File: config.mk
export PLATFORM = sky130hd
export DESIGN_NAME = link_quality_parent_selector
export DESIGN_NICKNAME = d
export VERILOG_FILES = /design/src/hdl/lqps_pkg.sv /design/src/hdl/lqps_ram.sv /design/src/hdl/lqps_front.sv /design/src/hdl/lqps_queue.sv /design/src/hdl/lqps_back.sv /design/src/hdl/link_quality_parent_selector.sv
export SDC_FILE = /design/constraint.sdc
export NUM_CORES = 2
export LEC_CHECK = 0
export BUFFER_PORTS_ARGS = -buffer_cell sky130_fd_sc_hd__buf_2
export CORE_MARGIN = 3
export CORE_UTILIZATION = 52
export CTS_CLUSTER_SIZE = 30
export DETAILED_ROUTE_END_ITERATION = 12
export GPL_TIMING_DRIVEN = 0
export PLACE_DENSITY_LB_ADDON = 0.15
export REMOVE_ABC_BUFFERS = 1
export SLEW_MARGIN = 25
export SYNTH_ARGS = -nofsm -noshare
export SYNTH_HDL_FRONTEND = slang
export SYNTH_SLANG_ARGS = --single-unit
File: constraint.sdc
create_clock -name aclk -period 18.7 [get_ports aclk]
set_input_delay 1.87 -clock aclk [delete_from_list [all_inputs] [get_ports aclk]]
set_output_delay 1.87 -clock aclk [all_outputs]
set_load 0.05 [all_outputs]
File: src/hdl/lqps_pkg.sv
// Shared types, constants and sizes for the link quality parent selector.
package lqps_pkg;

    localparam int NEIGHBORS = 32;
    localparam int IDX_W     = $clog2(NEIGHBORS);
    localparam int QDEPTH    = 2;
    localparam int QPTR_W    = $clog2(QDEPTH);
    localparam int QCNT_W    = $clog2(QDEPTH + 1);

    localparam int QUAL_W    = 14;
    localparam int QINIT_W   = 10;

    localparam logic [1:0] FUNC_LINK  = 2'd0;
    localparam logic [1:0] FUNC_TICK  = 2'd1;
    localparam logic [1:0] FUNC_CLEAR = 2'd2;

    localparam logic [1:0] CFG_OWN_ADDRESS     = 2'd0;
    localparam logic [1:0] CFG_ROUTE_PERIOD    = 2'd1;
    localparam logic [1:0] CFG_HOP_PENALTY     = 2'd2;
    localparam logic [1:0] CFG_INITIAL_QUALITY = 2'd3;

    localparam logic [7:0]  RST_OWN_ADDRESS     = 8'd1;
    localparam logic [6:0]  RST_ROUTE_PERIOD    = 7'd10;
    localparam logic [15:0] RST_HOP_PENALTY     = 16'd5;
    localparam logic [6:0]  RST_INITIAL_QUALITY = 7'd10;

    localparam logic [15:0] GAP_CAP        = 16'd50;
    localparam logic [15:0] COST_CAP       = 16'd400;
    localparam logic [16:0] COST_AGE       = 17'd8;
    localparam logic [15:0] NO_ROUTE_COST  = 16'd401;
    localparam logic [7:0]  NO_ROUTE_LEVEL = 8'h7d;
    localparam logic [7:0]  NO_PARENT      = 8'hff;
    localparam logic [15:0] RESET_COST     = 16'h3fff;
    localparam logic [7:0]  RESET_LEVEL    = 8'h7f;
    // low byte of the 11-bit neighbor reset level 0x3ff; upper bits never reach an output
    localparam logic [7:0]  RESET_NB_LEVEL = 8'hff;

    typedef enum logic [1:0] {
        OP_NOP,
        OP_LINK,
        OP_TICK,
        OP_CLEAR
    } op_t;

    typedef struct packed {
        op_t              op;
        logic [IDX_W-1:0] idx;
        logic [15:0]      seq;
        logic [7:0]       lvl;
        logic [15:0]      cost;
    } item_t;

    typedef struct packed {
        logic [15:0]       seq;
        logic [QUAL_W-1:0] qual;
        logic [7:0]        lvl;
        logic [15:0]       cost;
    } entry_t;

    localparam int ENTRY_W = $bits(entry_t);

    typedef struct packed {
        logic [7:0]  own_address;
        logic [6:0]  route_period;
        logic [15:0] hop_penalty;
        logic [6:0]  initial_quality;
    } cfg_t;

    typedef struct packed {
        logic full;
        logic empty;
    } queue_status_t;

endpackage

File: src/hdl/lqps_ram.sv
// Generic single-write, single-read RAM with registered read data.
module lqps_ram #(
    parameter int WIDTH = 8,
    parameter int DEPTH = 16
) (
    input  logic                     aclk,
    input  logic                     we,
    input  logic [$clog2(DEPTH)-1:0] waddr,
    input  logic [WIDTH-1:0]         wdata,
    input  logic [$clog2(DEPTH)-1:0] raddr,
    output logic [WIDTH-1:0]         rdata
);

    logic [WIDTH-1:0] mem [DEPTH];

    always_ff @(posedge aclk) begin
        if (we) begin
            mem[waddr] <= wdata;
        end
        rdata <= mem[raddr];
    end

endmodule

File: src/hdl/lqps_front.sv
// Front end: takes input beats and classifies them into queue items.
module lqps_front (
    input  logic                   s_tvalid,
    output logic                   s_tready,
    input  logic [47:0]            s_tdata,  // sender, seq_number, hop_level, link_cost
    input  logic [7:0]             s_tuser,  // func, zero pad
    input  lqps_pkg::queue_status_t qstat,
    output logic                   push,
    output lqps_pkg::item_t        item
);
    import lqps_pkg::*;

    logic [7:0] sender;
    logic       sender_in_range;

    assign sender          = s_tdata[7:0];
    // signed index: negative never hits the table
    assign sender_in_range = !sender[7] && (int'(sender[6:0]) < NEIGHBORS);

    assign s_tready = !qstat.full;
    assign push     = s_tvalid && !qstat.full;

    always_comb begin
        item.idx  = sender[IDX_W-1:0];
        item.seq  = s_tdata[23:8];
        item.lvl  = s_tdata[31:24];
        item.cost = s_tdata[47:32];
        unique case (s_tuser[1:0])
            FUNC_LINK:  item.op = sender_in_range ? OP_LINK : OP_NOP;
            FUNC_TICK:  item.op = OP_TICK;
            FUNC_CLEAR: item.op = OP_CLEAR;
            default:    item.op = OP_NOP;
        endcase
    end

endmodule

File: src/hdl/lqps_queue.sv
// Short FIFO of classified items between front and back end.
module lqps_queue (
    input  logic                    aclk,
    input  logic                    aresetn,
    input  logic                    push,
    input  lqps_pkg::item_t         push_item,
    input  logic                    pop,
    output lqps_pkg::item_t         head,
    output lqps_pkg::queue_status_t qstat
);
    import lqps_pkg::*;

    item_t             mem_reg [QDEPTH];
    logic [QPTR_W-1:0] wr_ptr_reg;
    logic [QPTR_W-1:0] rd_ptr_reg;
    logic [QCNT_W-1:0] count_reg;
    logic              do_push;
    logic              do_pop;

    assign qstat.full  = (count_reg == QCNT_W'(QDEPTH));
    assign qstat.empty = (count_reg == '0);
    assign do_push     = push && !qstat.full;
    assign do_pop      = pop && !qstat.empty;
    assign head        = mem_reg[rd_ptr_reg];

    always_ff @(posedge aclk) begin
        if (do_push) begin
            mem_reg[wr_ptr_reg] <= push_item;
        end
    end

    always_ff @(posedge aclk) begin
        if (!aresetn) begin
            wr_ptr_reg <= '0;
            rd_ptr_reg <= '0;
            count_reg  <= '0;
        end else begin
            if (do_push) begin
                wr_ptr_reg <= wr_ptr_reg + 1'b1;
            end
            if (do_pop) begin
                rd_ptr_reg <= rd_ptr_reg + 1'b1;
            end
            if (do_push && !do_pop) begin
                count_reg <= count_reg + 1'b1;
            end else if (do_pop && !do_push) begin
                count_reg <= count_reg - 1'b1;
            end
        end
    end

endmodule

File: src/hdl/lqps_back.sv
// Back end: neighbor table, link update, route scan and result register.
module lqps_back (
    input  logic            aclk,
    input  logic            aresetn,
    input  lqps_pkg::cfg_t  cfg,
    input  logic            head_valid,
    input  lqps_pkg::item_t head,
    output logic            pop,
    output logic            m_tvalid,
    input  logic            m_tready,
    output logic [31:0]     m_tdata,  // best_parent, own_level, own_route_cost
    output logic [7:0]      m_tuser   // sender_ok, route_recomputed, zero pad
);
    import lqps_pkg::*;

    typedef enum logic [1:0] {
        ST_IDLE,
        ST_LINK,
        ST_SCAN,
        ST_DONE
    } state_t;

    state_t               state_reg;
    item_t                item_reg;
    logic [NEIGHBORS-1:0] valid_reg;
    logic [QINIT_W-1:0]   qinit_reg;
    logic [6:0]           countdown_reg;
    logic [7:0]           cur_parent_reg;
    logic [7:0]           cur_level_reg;
    logic [15:0]          cur_cost_reg;
    logic [IDX_W-1:0]     proc_idx_reg;
    logic [7:0]           best_name_reg;
    logic [7:0]           best_level_reg;
    logic [15:0]          best_cost_reg;
    logic                 ok_reg;
    logic                 rescan_reg;
    logic                 m_tvalid_reg;
    logic [31:0]          m_tdata_reg;
    logic [1:0]           m_flags_reg;

    logic [IDX_W-1:0] raddr;
    logic [IDX_W-1:0] waddr;
    logic             we;
    entry_t           wentry;
    entry_t           rd_entry;
    entry_t           ent;
    logic [IDX_W-1:0] ent_idx;
    logic [15:0]      gap_raw;
    logic [15:0]      gap;
    logic [QUAL_W-1:0] q_keep;
    logic [QUAL_W-1:0] q_new;
    logic [15:0]      path;
    logic [16:0]      aged_raw;
    logic [15:0]      aged;
    logic             skip;
    logic             win;
    logic             last;
    logic [7:0]       best_name_next;
    logic [7:0]       best_level_next;
    logic [15:0]      best_cost_next;

    lqps_ram #(
        .WIDTH (ENTRY_W),
        .DEPTH (NEIGHBORS)
    ) u_table (
        .aclk  (aclk),
        .we    (we),
        .waddr (waddr),
        .wdata (wentry),
        .raddr (raddr),
        .rdata (rd_entry)
    );

    assign pop = (state_reg == ST_IDLE) && head_valid;

    // read next slot while the current one is processed
    assign raddr = (state_reg == ST_IDLE) ? ((head.op == OP_LINK) ? head.idx : '0)
                                          : proc_idx_reg + 1'b1;

    assign ent_idx = (state_reg == ST_LINK) ? item_reg.idx : proc_idx_reg;

    // slot never written since clear reads as its reset contents
    always_comb begin
        if (valid_reg[ent_idx]) begin
            ent = rd_entry;
        end else begin
            ent.seq  = '0;
            ent.qual = QUAL_W'(qinit_reg);
            ent.lvl  = RESET_NB_LEVEL;
            ent.cost = RESET_COST;
        end
    end

    // link update
    assign gap_raw = item_reg.seq - ent.seq;
    assign gap     = (gap_raw > GAP_CAP) ? GAP_CAP : gap_raw;
    assign q_keep  = ent.qual - (ent.qual >> 3);
    assign q_new   = q_keep + gap[QUAL_W-1:0];

    // route scan
    assign path     = ent.cost + 16'(ent.qual) + cfg.hop_penalty;
    assign aged_raw = {1'b0, ent.cost} + COST_AGE;
    assign aged     = (aged_raw[15:0] > COST_CAP) ? COST_CAP : aged_raw[15:0];
    assign skip     = (8'(proc_idx_reg) == cfg.own_address);
    assign win      = !skip && (path < best_cost_reg);
    assign last     = (proc_idx_reg == IDX_W'(NEIGHBORS - 1));

    assign best_name_next  = win ? 8'(proc_idx_reg) : best_name_reg;
    assign best_level_next = win ? ent.lvl : best_level_reg;
    assign best_cost_next  = win ? path : best_cost_reg;

    always_comb begin
        we     = 1'b0;
        waddr  = proc_idx_reg;
        wentry = ent;
        unique case (state_reg)
            ST_LINK: begin
                we          = 1'b1;
                waddr       = item_reg.idx;
                wentry.seq  = item_reg.seq;
                wentry.qual = q_new;
                wentry.lvl  = item_reg.lvl;
                wentry.cost = item_reg.cost;
            end
            ST_SCAN: begin
                we          = !skip;
                wentry.cost = aged;
            end
            default: begin
                we = 1'b0;
            end
        endcase
    end

    always_ff @(posedge aclk) begin
        if (!aresetn) begin
            state_reg      <= ST_IDLE;
            valid_reg      <= '0;
            qinit_reg      <= {RST_INITIAL_QUALITY, 3'b000};
            countdown_reg  <= '0;
            cur_parent_reg <= NO_PARENT;
            cur_level_reg  <= RESET_LEVEL;
            cur_cost_reg   <= RESET_COST;
            m_tvalid_reg   <= 1'b0;
        end else begin
            // in ST_DONE the output register is reloaded below instead
            if (m_tvalid_reg && m_tready && (state_reg != ST_DONE)) begin
                m_tvalid_reg <= 1'b0;
            end
            unique case (state_reg)
                ST_IDLE: begin
                    if (head_valid) begin
                        item_reg   <= head;
                        ok_reg     <= 1'b0;
                        rescan_reg <= 1'b0;
                        unique case (head.op)
                            OP_LINK: begin
                                state_reg <= ST_LINK;
                            end
                            OP_TICK: begin
                                if (countdown_reg != '0) begin
                                    countdown_reg <= countdown_reg - 1'b1;
                                    state_reg     <= ST_DONE;
                                end else begin
                                    countdown_reg  <= cfg.route_period;
                                    proc_idx_reg   <= '0;
                                    best_name_reg  <= NO_PARENT;
                                    best_level_reg <= NO_ROUTE_LEVEL;
                                    best_cost_reg  <= NO_ROUTE_COST;
                                    state_reg      <= ST_SCAN;
                                end
                            end
                            OP_CLEAR: begin
                                valid_reg      <= '0;
                                qinit_reg      <= {cfg.initial_quality, 3'b000};
                                countdown_reg  <= '0;
                                cur_parent_reg <= NO_PARENT;
                                cur_level_reg  <= RESET_LEVEL;
                                cur_cost_reg   <= RESET_COST;
                                state_reg      <= ST_DONE;
                            end
                            OP_NOP: begin
                                state_reg <= ST_DONE;
                            end
                        endcase
                    end
                end
                ST_LINK: begin
                    valid_reg[item_reg.idx] <= 1'b1;
                    ok_reg                  <= 1'b1;
                    state_reg               <= ST_DONE;
                end
                ST_SCAN: begin
                    if (!skip) begin
                        valid_reg[proc_idx_reg] <= 1'b1;
                    end
                    best_name_reg  <= best_name_next;
                    best_level_reg <= best_level_next;
                    best_cost_reg  <= best_cost_next;
                    if (last) begin
                        cur_parent_reg <= best_name_next;
                        cur_level_reg  <= best_level_next + 8'd1;
                        cur_cost_reg   <= best_cost_next;
                        rescan_reg     <= 1'b1;
                        state_reg      <= ST_DONE;
                    end else begin
                        proc_idx_reg <= proc_idx_reg + 1'b1;
                    end
                end
                ST_DONE: begin
                    if (!m_tvalid_reg || m_tready) begin
                        m_tvalid_reg <= 1'b1;
                        m_tdata_reg  <= {cur_cost_reg, cur_level_reg, cur_parent_reg};
                        m_flags_reg  <= {rescan_reg, ok_reg};
                        state_reg    <= ST_IDLE;
                    end
                end
            endcase
        end
    end

    assign m_tvalid = m_tvalid_reg;
    assign m_tdata  = m_tdata_reg;
    assign m_tuser  = {6'b000000, m_flags_reg};

endmodule

File: src/hdl/link_quality_parent_selector.sv
// Top level of the link quality parent selector: config registers, front, queue, back.

// Keeps a 32-slot neighbor table (sequence number, smoothed link quality,
// advertised level and cost) and picks the lowest-cost parent. Each input
// beat gives exactly one result beat carrying the current route. A link update
// to a slot in the table goes through a table read, a read-modify-write and an
// output load; a route tick that rescans walks all NEIGHBORS slots, the single
// read port of the table RAM visiting one slot per cycle; a tick that only counts
// down, a clear, an off-table link update and an unused func go straight to the
// output load.
// A two-entry queue sits between input and table logic, so input beats are
// still taken, until it is full, while a scan runs or a result waits on m_tready.
// Clear is instant: slots carry valid flops and read as reset contents until written.
module link_quality_parent_selector (
    input  logic        aclk,
    input  logic        aresetn,
    // configuration write port
    input  logic        cfg_we,
    input  logic [1:0]  cfg_addr,
    input  logic [15:0] cfg_wdata,
    // input stream
    input  logic        s_tvalid,
    output logic        s_tready,
    input  logic [47:0] s_tdata,  // sender, seq_number, hop_level, link_cost
    input  logic [7:0]  s_tuser,  // func, zero pad
    // result stream
    output logic        m_tvalid,
    input  logic        m_tready,
    output logic [31:0] m_tdata,  // best_parent, own_level, own_route_cost
    output logic [7:0]  m_tuser   // sender_ok, route_recomputed, zero pad
);
    import lqps_pkg::*;

    cfg_t          cfg_reg;
    queue_status_t qstat;
    logic          push;
    item_t         push_item;
    item_t         head;
    logic          pop;

    // config registers; the user must write them only while the block is idle, the block does not enforce it
    always_ff @(posedge aclk) begin
        if (!aresetn) begin
            cfg_reg.own_address     <= RST_OWN_ADDRESS;
            cfg_reg.route_period    <= RST_ROUTE_PERIOD;
            cfg_reg.hop_penalty     <= RST_HOP_PENALTY;
            cfg_reg.initial_quality <= RST_INITIAL_QUALITY;
        end else if (cfg_we) begin
            unique case (cfg_addr)
                CFG_OWN_ADDRESS:     cfg_reg.own_address     <= cfg_wdata[7:0];
                CFG_ROUTE_PERIOD:    cfg_reg.route_period    <= cfg_wdata[6:0];
                CFG_HOP_PENALTY:     cfg_reg.hop_penalty     <= cfg_wdata;
                CFG_INITIAL_QUALITY: cfg_reg.initial_quality <= cfg_wdata[6:0];
            endcase
        end
    end

    // classify beats: a link update from an out-of-table sender becomes a no-op
    lqps_front u_front (
        .s_tvalid (s_tvalid),
        .s_tready (s_tready),
        .s_tdata  (s_tdata),
        .s_tuser  (s_tuser),
        .qstat    (qstat),
        .push     (push),
        .item     (push_item)
    );

    lqps_queue u_queue (
        .aclk      (aclk),
        .aresetn   (aresetn),
        .push      (push),
        .push_item (push_item),
        .pop       (pop),
        .head      (head),
        .qstat     (qstat)
    );

    // table, scan sequencer and output register
    lqps_back u_back (
        .aclk       (aclk),
        .aresetn    (aresetn),
        .cfg        (cfg_reg),
        .head_valid (!qstat.empty),
        .head       (head),
        .pop        (pop),
        .m_tvalid   (m_tvalid),
        .m_tready   (m_tready),
        .m_tdata    (m_tdata),
        .m_tuser    (m_tuser)
    );

    // queue cannot be full and empty at once
    a_queue_status: assert property (@(posedge aclk) disable iff (!aresetn)
        !(qstat.full && qstat.empty))
        else $error("queue reports full and empty");

    // the two flags never come together
    a_flags_exclusive: assert property (@(posedge aclk) disable iff (!aresetn)
        m_tvalid |-> !(m_tuser[0] && m_tuser[1]))
        else $error("sender_ok and route_recomputed both set");

    // a rescanned route never costs more than the no-route value
    a_scan_cost_bound: assert property (@(posedge aclk) disable iff (!aresetn)
        (m_tvalid && m_tuser[1]) |-> (m_tdata[31:16] <= NO_ROUTE_COST))
        else $error("rescanned route cost above bound");

    // a rescan with no winner reports the no-route level and cost
    a_no_route: assert property (@(posedge aclk) disable iff (!aresetn)
        (m_tvalid && m_tuser[1] && (m_tdata[7:0] == NO_PARENT))
            |-> ((m_tdata[15:8] == NO_ROUTE_LEVEL + 8'd1)
                 && (m_tdata[31:16] == NO_ROUTE_COST)))
        else $error("no-route result inconsistent");

endmodule
==> summary.txt <==
Run status
  – Status: finished, final reports clean

Placement
  – Post-place setup slack: 8.12 ns
  – HPWL Detailed: between 150 and 200 mm
  – PortBufs: between 100 and 150
  – Placed insts: 9243
  – RD Place Congestion: 0.870

GRT
  – Initial antenna violation count: 6
  – Grt ovf: 0
  – Largest net degree at the start of global routing: 56
  – Gr usage total: 0.298
  – First-pass GRT wire length: approximately 380 mm
  – Number of global-route vias before repair: 57000

Critical path
  – Crit path buf inv count: 7
  – Worst setup path class: register to register
  – Worst setup EP type: register
  – Most common cell on crit path: inv_1
  – Reg2Reg Depth: 33
  – Crit path arrival time: ~12 ns
  – R2r startpoint: u_back.state_reg[1]$_SDFFE_PN0P_
  – Worst r2r dst: u_back.u_table.mem[7][36]$_DFFE_PP_
  – Crit path max-delay cell type: inv_2
  – Worst EP required: approximately 19 ns
  – Startpoint Class: register
  – CP peak stage delay: around 0.84 ns
  – Delay-heaviest family, CP: simple AND/OR/NAND/NOR gates
  – Reg2Reg Setup Slack: roughly 7.8 ns
  – Crit-path max FO: 25

Clock network
  – Clock sinks: roughly 2100
  – Clock Latency Late Sink: roughly 0.85 ns
  – Clk root buf: clkbuf_16
  – CTS Buf Count: approximately 210
  – CTS Buffer Depth: 3
  – TritonCTS clock tree: done
  – Clk slew on worst S/H paths: 0.06 ns
  – Post-CTS Setup Repair Bufs: 0
  – H-Tree Depth: 4
  – CTS resizes: 0
  – CTS Hold Bufs: 0

Min path
  – Worst Hold Class: register to register
  – Worst hold stages: 0
  – Worst hold path endpoint: u_back.m_tdata[2]$_DFFE_PP_
  – Min-delay src: u_back.cur_parent_reg[2]$_SDFFE_PN1P_

Drt
  – DRC errors left: 0
  – DR vias: ~60000
  – Avg WL per Cell: around 27 um
  – DR iter-0 viols: between 7000 and 8000
  – Total Wirelength: between 200 and 300 mm
  – Post-Route M1 WL: 102 mm
  – Vias per std cell: 6.19
  – DRT Pass-1 Iters: 6
  – Routed wire length on met2: about 120 mm
  – Top layer in use: met5
  – ANT nets after route: 0
  – Met3 WL: 24.7 mm

Layout
  – Post-route insts no fill: 9646
  – Area grow syn2layout: 20.0%
  – Nets: 7454
  – Fillers: about 12000
  – Ratio of cells with drive above 1 in the final layout: 0.130
  – Largest register FFs: between 1500 and 2000
  – Ant. Diodes: 0

Power
  – Tot Pwr: a little under 20 mW
  – Pwr dens: between 150 and 200 nW/um2
  – Worst IR Drop VDD: 0.000287 V
  – Leakage power total: between 30 and 40 nW

Timing
  – Tcrit/Tclk final: 0.585
  – FMAX: just over 0.09 GHz
  – Final Hold Viols: 0
  – Clock skew: 0.0342 ns
  – Unrepaired setup endpoints after global routing: false
  – Fin crit period: between 10 and 15 ns
  – Worst Slack Setup Final: 7.76 ns
  – Slew Limit Fails: 0
  – Setup TNS: 0 ns
  – Final setup vio count: 0
  – Pin slew with the least headroom to its limit: roughly 1.1 ns
  – Max-Slew Margin vs Limit: 0.251

Die
  – CORE AREA: about 170000 um2
  – Initial Util: 0.527
  – Height of the die: around 420 um
  – Die X: 416 um
  – IO Pins: roughly 120
  – Row cnt: about 150
  – Die ar.: 173000 um2

Synth
  – Post-synthesis sequential area ratio: 0.706
  – Warnings from Yosys: 0
  – Async SR Flop Fraction: 0
  – Commonest cells post-synth: nand2_1, edfxtp_1, nand3_1, and3_1, clkbuf_1
  – Netlist cell types: 87
  – EDFF count, synth: between 1500 and 2000
  – Post-Syn Area: between 80000 and 90000 um2
  – Most frequent cell after synthesis: nand2_1
  – Seq cells post-synth: approximately 2100
  – Mapped Avg Cell Area: 12.5 um2
  – Synth area leaders: edfxtp_1, nand2_1, dfxtp_1, and3_1, nand3_1
  – Share of the synthesized area in the top cell type: 0.665
  – Post-synth top flop: edfxtp_1
  – Post-Synthesis Cells: between 7000 and 8000
  – Cell taking the most area after synthesis: edfxtp_1

Flow run
  – Max-cap violations: 0
[routing by layer]
| layer | up-vias | global-route usage |
|---|---|---|
| met1 | 29600 | 0.405 |
| met4 | 2 | 0.128 |
| met3 | 683 | 0.0535 |
| met5 | - | 0 |
| li1 | 26300 | - |
| met2 | 3195 | 0.474 |
[worst max-delay path by stage]
stage,start,endpoint,slack (ns),cells after the start
CTS,u_back.state_reg[1]$_SDFFE_PN0P_,u_back.u_table.mem[4][36]$_DFFE_PP_,8.00,34
detailed placement,u_back.state_reg[1]$_SDFFE_PN0P_,u_back.cur_level_reg[4]$_SDFFE_PN1P_,8.12,33
finish,u_back.state_reg[1]$_SDFFE_PN0P_,u_back.u_table.mem[7][36]$_DFFE_PP_,7.76,33
global route,u_back.state_reg[1]$_SDFFE_PN0P_,u_back.u_table.mem[4][36]$_DFFE_PP_,7.42,33
global placement,register,u_back.u_table.rdata[47]$_DFF_P_,-16.82,8
floorplan,register,u_back.u_table.rdata[0]$_DFF_P_,-0.54,9
[logic make-up after synthesis]
family | share of synthesized area
other | 0.0000858
and+or+nand+nor | 0.154
AOI/OAI and AO/OA | 0.0784
DFF | 0.706
muxes | 0.0113
xor gates and xnor gates | 0.00520
buffers and inverters | 0.0276
adders and majority gates | 0.0177
[per-stage QoR]
stage,instance area (um2),hold slack [ns],util
final,105000,0.426,0.633
after global routing,105000,0.429,0.633
after CTS,105000,0.426,0.632
after detailed placement,98200,0.412,0.591
after global placement,89000,0.411,0.536
after floorplan,85700,0.400,-
[cell type report]
type,instances,area (um2),share of cell area
multi-input cells,4332,24200,0.230
well taps,2189,2740,0.0261
clock buffers,307,5960,0.0568
inverters,136,512,0.00487
repair buffers,468,8940,0.0851
flip-flops and latches,2118,61800,0.588
clock inverters,96,916,0.00872
[where the power goes]
group          leakage, nW  internal (mW)  switching (mW)
Combinational         15.3           3.25            5.56
Sequential            19.0           6.48           0.182
Clock                 3.39           2.38            1.80
[cells in the final DEF, fill, tap and decap left out, types with 51 or more instances in the layout]
cell	n
nor3_1	88
a211oi_1	117
nand3_1	393
a21o_1	71
ha_1	77
clkbuf_1	67
nand2_1	1955
and3_1	332
a311oi_1	220
o21ai_0	51
dfxtp_1	177
buf_16	219
edfxtp_1	1940
inv_1	133
clkbuf_16	214
mux2_2	51
buf_2	108
buf_12	77
nor2_1	156
a21oi_1	154
a31oi_1	181
No activity file was read; power rests on OpenSTA's default activity.
